==> config.mk <==
export PLATFORM = sky130hd
export DESIGN_NAME = plbu_cell
export DESIGN_NICKNAME = d
export VERILOG_FILES = /design/src/design/plbu_pkg.sv /design/src/design/plbu_cell.sv
export SDC_FILE = /design/constraint.sdc
export NUM_CORES = 1
export LEC_CHECK = 0
export BUFFER_PORTS_ARGS = -buffer_cell sky130_fd_sc_hd__buf_2
export CORE_ASPECT_RATIO = 1.25
export CORE_MARGIN = 2
export CORE_UTILIZATION = 31
export CTS_CLUSTER_DIAMETER = 40
export DETAILED_ROUTE_END_ITERATION = 10
export PLACE_DENSITY = 0.61
export SLEW_MARGIN = 20
export SYNTH_ARGS = -nofsm -noshare
export SYNTH_HDL_FRONTEND = slang
export SYNTH_SLANG_ARGS = --single-unit
==> constraint.sdc <==
create_clock -name clk_i -period 1.7 [get_ports clk_i]
set_input_delay 0.085 -clock clk_i [delete_from_list [all_inputs] [get_ports clk_i]]
set_output_delay 0.085 -clock clk_i [all_outputs]
set_load 0.1 [all_outputs]
==> src/design/plbu_pkg.sv <==
// package for the price level book update block
// types, constants and codes shared by the level cell and the top level
// no dependencies
package plbu_pkg;

  localparam int BOOK_DEPTH    = 16;
  localparam int PRICE_BITS    = 16;
  localparam int QTY_BITS      = 32;
  localparam int CNT_W         = $clog2(BOOK_DEPTH + 1);
  localparam int STATUS_W      = 3;
  localparam int LEVEL_COUNT_W = 5;
  localparam int IN_TDATA_W    = ((PRICE_BITS + QTY_BITS + 7) / 8) * 8;
  localparam int OUT_TDATA_W   = ((PRICE_BITS + QTY_BITS + LEVEL_COUNT_W + 7) / 8) * 8;

  typedef enum logic [STATUS_W-1:0] {
    ST_INSERTED = 3'd0,
    ST_UPDATED  = 3'd1,
    ST_REMOVED  = 3'd2,
    ST_ABSENT   = 3'd3,
    ST_EVICTED  = 3'd4,
    ST_DROPPED  = 3'd5
  } status_e;

  typedef enum logic [1:0] {
    OP_NONE,
    OP_UPDATE,
    OP_DELETE,
    OP_INSERT
  } cell_op_e;

  typedef enum logic {
    S_IDLE,
    S_APPLY
  } state_e;

  typedef struct packed {
    logic                  valid;
    logic [PRICE_BITS-1:0] price;
    logic [QTY_BITS-1:0]   qty;
  } level_t;

  typedef struct packed {
    logic                  cmp_en;
    logic                  is_ask;
    logic [PRICE_BITS-1:0] cmp_price;
    cell_op_e              op;
    logic [PRICE_BITS-1:0] price;
    logic [QTY_BITS-1:0]   qty;
  } cell_cmd_t;

endpackage

==> src/design/plbu_cell.sv <==
// one price level cell of a book side: holds a level, compares and shifts
// with its neighbors under a broadcast command
// depends on plbu_pkg
module plbu_cell (
  input  logic               clk_i,
  input  logic               rst_ni,
  input  plbu_pkg::cell_cmd_t cmd_i,
  input  plbu_pkg::level_t   left_i,
  input  plbu_pkg::level_t   right_i,
  input  logic               left_ahead_i,
  output plbu_pkg::level_t   level_o,
  output logic               ahead_o,
  output logic               match_o
);
  import plbu_pkg::*;

  level_t level_q, level_d;
  logic   ahead_q, ahead_d;
  logic   match_q, match_d;

  // compare phase
  always_comb begin
    ahead_d = ahead_q;
    match_d = match_q;
    if (cmd_i.cmp_en) begin
      match_d = level_q.valid && (level_q.price == cmd_i.cmp_price);
      ahead_d = !level_q.valid ||
                (cmd_i.is_ask ? (cmd_i.cmp_price < level_q.price)
                              : (cmd_i.cmp_price > level_q.price));
    end
  end

  // apply phase
  always_comb begin
    level_d = level_q;
    case (cmd_i.op)
      OP_UPDATE: begin
        if (match_q) begin
          level_d.qty = cmd_i.qty;
        end
      end
      OP_DELETE: begin
        if (match_q || ahead_q) begin
          level_d = right_i;
        end
      end
      OP_INSERT: begin
        if (ahead_q && !left_ahead_i) begin
          level_d.valid = 1'b1;
          level_d.price = cmd_i.price;
          level_d.qty   = cmd_i.qty;
        end else if (left_ahead_i) begin
          level_d = left_i;
        end
      end
      default: begin
        level_d = level_q;
      end
    endcase
  end

  always_ff @(posedge clk_i or negedge rst_ni) begin
    if (!rst_ni) begin
      level_q <= '0;
      ahead_q <= 1'b0;
      match_q <= 1'b0;
    end else begin
      level_q <= level_d;
      ahead_q <= ahead_d;
      match_q <= match_d;
    end
  end

  assign level_o = level_q;
  assign ahead_o = ahead_q;
  assign match_o = match_q;

endmodule

==> metrics.md <==
| Metric | Value |
|---|---|
| Status | `complete, but fails checks` |
| Failing checks | `negative setup slack` |
| Final std cells w/o fill | `about 800` |
| IO Pins | `220` |
| R2r setup slk | `-140 ps` |
| Final ANT Viol Nets | `0` |
| Post-synth ARST share | `between 90% and 100%` |
| Yosys top cell area share | `a little under two fifths` |
| Synth Area in Compound Gates | `between 20% and 30%` |
| Reg-to-reg endpoint | `ahead_o` |
| H-tree lvl count | `2` |
| Synthesized Nets | `about 620` |
| Via density | `between 4 and 5` |
| FMAX | `between 500 and 600 MHz` |
| Starting Density | `about a third` |
| Setup ws final | `-142.2 ps` |
| Xor and xnor area share after synthesis | `0%` |
| Wire length per cell | `about 14 microns` |
| First-pass GRT wire length | `between 15000 and 20000 microns` |
| First DRT Iteration DRCs | `90` |
| Worst Setup EP | `ahead_o` |
| Distinct cells, synth | `31` |
| Final Hold Vio Count | `0` |
| Largest net degree at the start of global routing | `53` |
| Hold Crit Class | `in2reg` |
| Static Leak | `between 0.002 and 0.003 uW` |
| Synth Area in Adders | `about 5.9%` |
| Slew HR | `about two thirds` |
| Nets | `~840` |
| CTS Buf Count | `5` |
| Post-route clock period utilization | `108.4%` |
| Drt first pass iters | `4` |
| Inst Count DP | `777` |
| Sequential fraction of the synthesis area | `a little under two fifths` |
| Ranking of synthesized cells by area | `dfrtp_1, a21oi_1, a22oi_1` |
| Area leader, netlist | `dfrtp_1` |
| Core Region | `between 10000 and 15000 sq um` |
| Height of the die | `about 120 microns` |
| Crit path required time | `between 1500 and 2000 ps` |
| Layout cells sized above 1 | `about 44%` |
| Clock sinks | `51` |
| Synthesized area | `roughly 3400 sq um` |
| Critical Path Start | `level_o[46]` |
| RSZ-0062 raised after global routing | `yes` |
| Vias in the first global route | `3688` |
| Root buf cell | `clkbuf_16` |
| # rows | `42` |
| Arr. time, crit path | `2010 ps` |
| Maximum fanout along the worst path | `3` |
| Number of flops mapped to enable cells by yosys | `0` |
| Startpoint Class | `flop` |
| Clk pin slew, worst setup/hold paths | `roughly 70 ps` |
| Max-Cap Viols | `0` |
| Fin crit period | `1842 ps` |
| Setup_tns | `-142.2 ps` |
| Fraction of synthesized area in multiplexers | `under 10%` |
| N_diodes | `0` |
| Port Buf Inserts | `approximately 220` |
| Die area | `roughly 12000 sq um` |
| Setup crit end kind | `flop` |
| Synth Area in Simple Gates | `between 10 and 15%` |
| Total gr overflow | `0` |
| R2R cell count | `7` |
| Top FF cell, synth | `dfrtp_1` |
| FF+latch count, synth | `51` |
| DR vias | `3847` |
| DRC errors left | `0` |
| Max Buffers Root-to-Sink | `2` |
| Critical register-to-register path startpoint | `level_o[46]` |
| CTS tree | `yes` |
| Clock Skews | `5.958 ps` |
| Area growth from synthesis to layout | `48.97%` |
| RD Place Congestion | `slightly above 0.8` |
| Post-DP HPWL | `a little under 9000 microns` |
| Die Wd | `between 90 and 100 microns` |
| Worst-Margin Slew | `roughly 520 ps` |
| Largest family of logic cells by synthesized area | `compound AO/OA/AOI/OAI gates` |
| Initial antenna violation count | `0` |
| Overall Global Routing Usage | `between 10% and 20%` |
| Clk_lat worst skew | `between 200 and 300 ps` |
| Critical path class | `reg2reg` |
| Post-Route WL | `approximately 11000 microns` |
| Avg Inst Size Synth | `~7.8 sq um` |
| P per Cell Area | `1542 nW/um^2` |
| Overall power | `7797 uW` |
| Syn. warnings | `0` |
| Post-Syn Instances | `roughly 440` |
| Final Max Slew Viols | `0` |
| Peak VDD IR | `around 740 uV` |
| Final setup vio count | `1` |
-- cells in the final DEF, fill, tap and decap left out, types with 2 or more instances in the layout --
| cell | instances |
|---|---|
| ha_4 | 5 |
| nor2_1 | 48 |
| a22oi_1 | 32 |
| dfrtp_2 | 5 |
| dfrtp_1 | 33 |
| ha_1 | 11 |
| a21o_1 | 2 |
| nand4_1 | 4 |
| inv_2 | 6 |
| mux2i_1 | 16 |
| nor2b_4 | 2 |
| buf_2 | 219 |
| a21oi_1 | 57 |
| clkbuf_1 | 2 |
| nand3_1 | 2 |
| inv_1 | 43 |
| nand2_1 | 56 |
| dfrtp_4 | 13 |
| o21ai_1 | 2 |
| o21ai_0 | 19 |
| o22ai_1 | 33 |
| buf_4 | 21 |
| buf_12 | 4 |
| clkbuf_16 | 6 |
-- area by class of cell --
class,count,area (sq um)
multi-input combinational,302,1862
sequential,51,1331
timing repair buffer,246,1369
clock buffer,7,132.6
clock inverter,1,5.005
inverter,50,190.2
tap,132,165.2
fill,1093,5560
-- repair_timing --
item	in CTS	in global routing
setup endpoints to repair	2	3
endpoints found under the hold margin	16	0
hold buffers	1	0
resized for setup	1	8
gates cloned	0	1
pin swaps	0	7
setup buffers	0	2
-- critical path, cell delays in order, from the launching register on --
cell     delay (ps)
dfrtp_4         490
inv_4            70
ha_4            200
nand4_1         120
or2_4           170
a21oi_1          50
nor4_2          280
mux2_1          350
-- worst min path at each step --
stage             endpoint  cells after the start  slack (ps)  startpoint
3_5_place_dp   level_o[17]                      1          40      rst_ni
6_report           match_o                      2          40   cmd_i[67]
4_1_cts            match_o                      2          10   cmd_i[67]
2_1_floorplan   level_o[0]                      0        -210      rst_ni
5_1_grt            match_o                      2          50   cmd_i[67]
3_3_place_gp   level_o[17]                      1          40      rst_ni
-- state kept, by name, summed over array words and instances (netlist names) --
signal / cells
level_o: 49
match_o: 1
ahead_o: 1
-- power by group --
part	leakage (uW)	internal [uW]	switching (uW)
logic	0.00197	1130	3810
clock network	0.0000679	545	431
registers	0.000574	1640	228
total	0.00261	3320	4470
-- metal layers --
layer | share of wire, % | vias to the layer above | global-route usage (%)
li1 | - | 1940 | -
met1 | 40 | 1716 | 21.60
met2 | 51 | 178 | 33.92
met3 | 7.4 | 13 | 3.744
met4 | 1.5 | 0 | 4.861
met5 | 0 | - | 0
-- through the flow --
step	hold WS (ps)	util, %	area [sq um]	setup slack (ps)
final	38.11	47.62	5055	-142.2
after global routing	52.10	47.62	5055	-234.4
after CTS	14.66	46.82	4970	-206.7
after detailed placement	41.57	45.40	4820	-189.7
after global placement	36.55	45.40	4820	-183.9
after floorplan	-210.6	-	3496	-292.9
-- Yosys cell counts, drive strengths merged (2+ instances only) --
| cell | count |
|---|---|
| nor2b | 2 |
| a21o | 2 |
| nand2 | 57 |
| dfrtp | 51 |
| o22ai | 33 |
| nor2 | 48 |
| nand3 | 3 |
| clkbuf | 11 |
| ha | 16 |
| a22oi | 32 |
| nor3 | 2 |
| o21ai | 22 |
| nand4 | 4 |
| a21oi | 58 |
| inv | 50 |
| buf | 22 |
| mux2i | 16 |
-- cell families (layout without fill, tap and decap cells) --
family,Yosys count,in the layout
buf+inv,83,304
fa+ha+maj,16,16
mux,17,17
flops,51,51
compound gates,150,150
simple gates,119,119
Note: power is estimated with default switching activity, not from simulation.
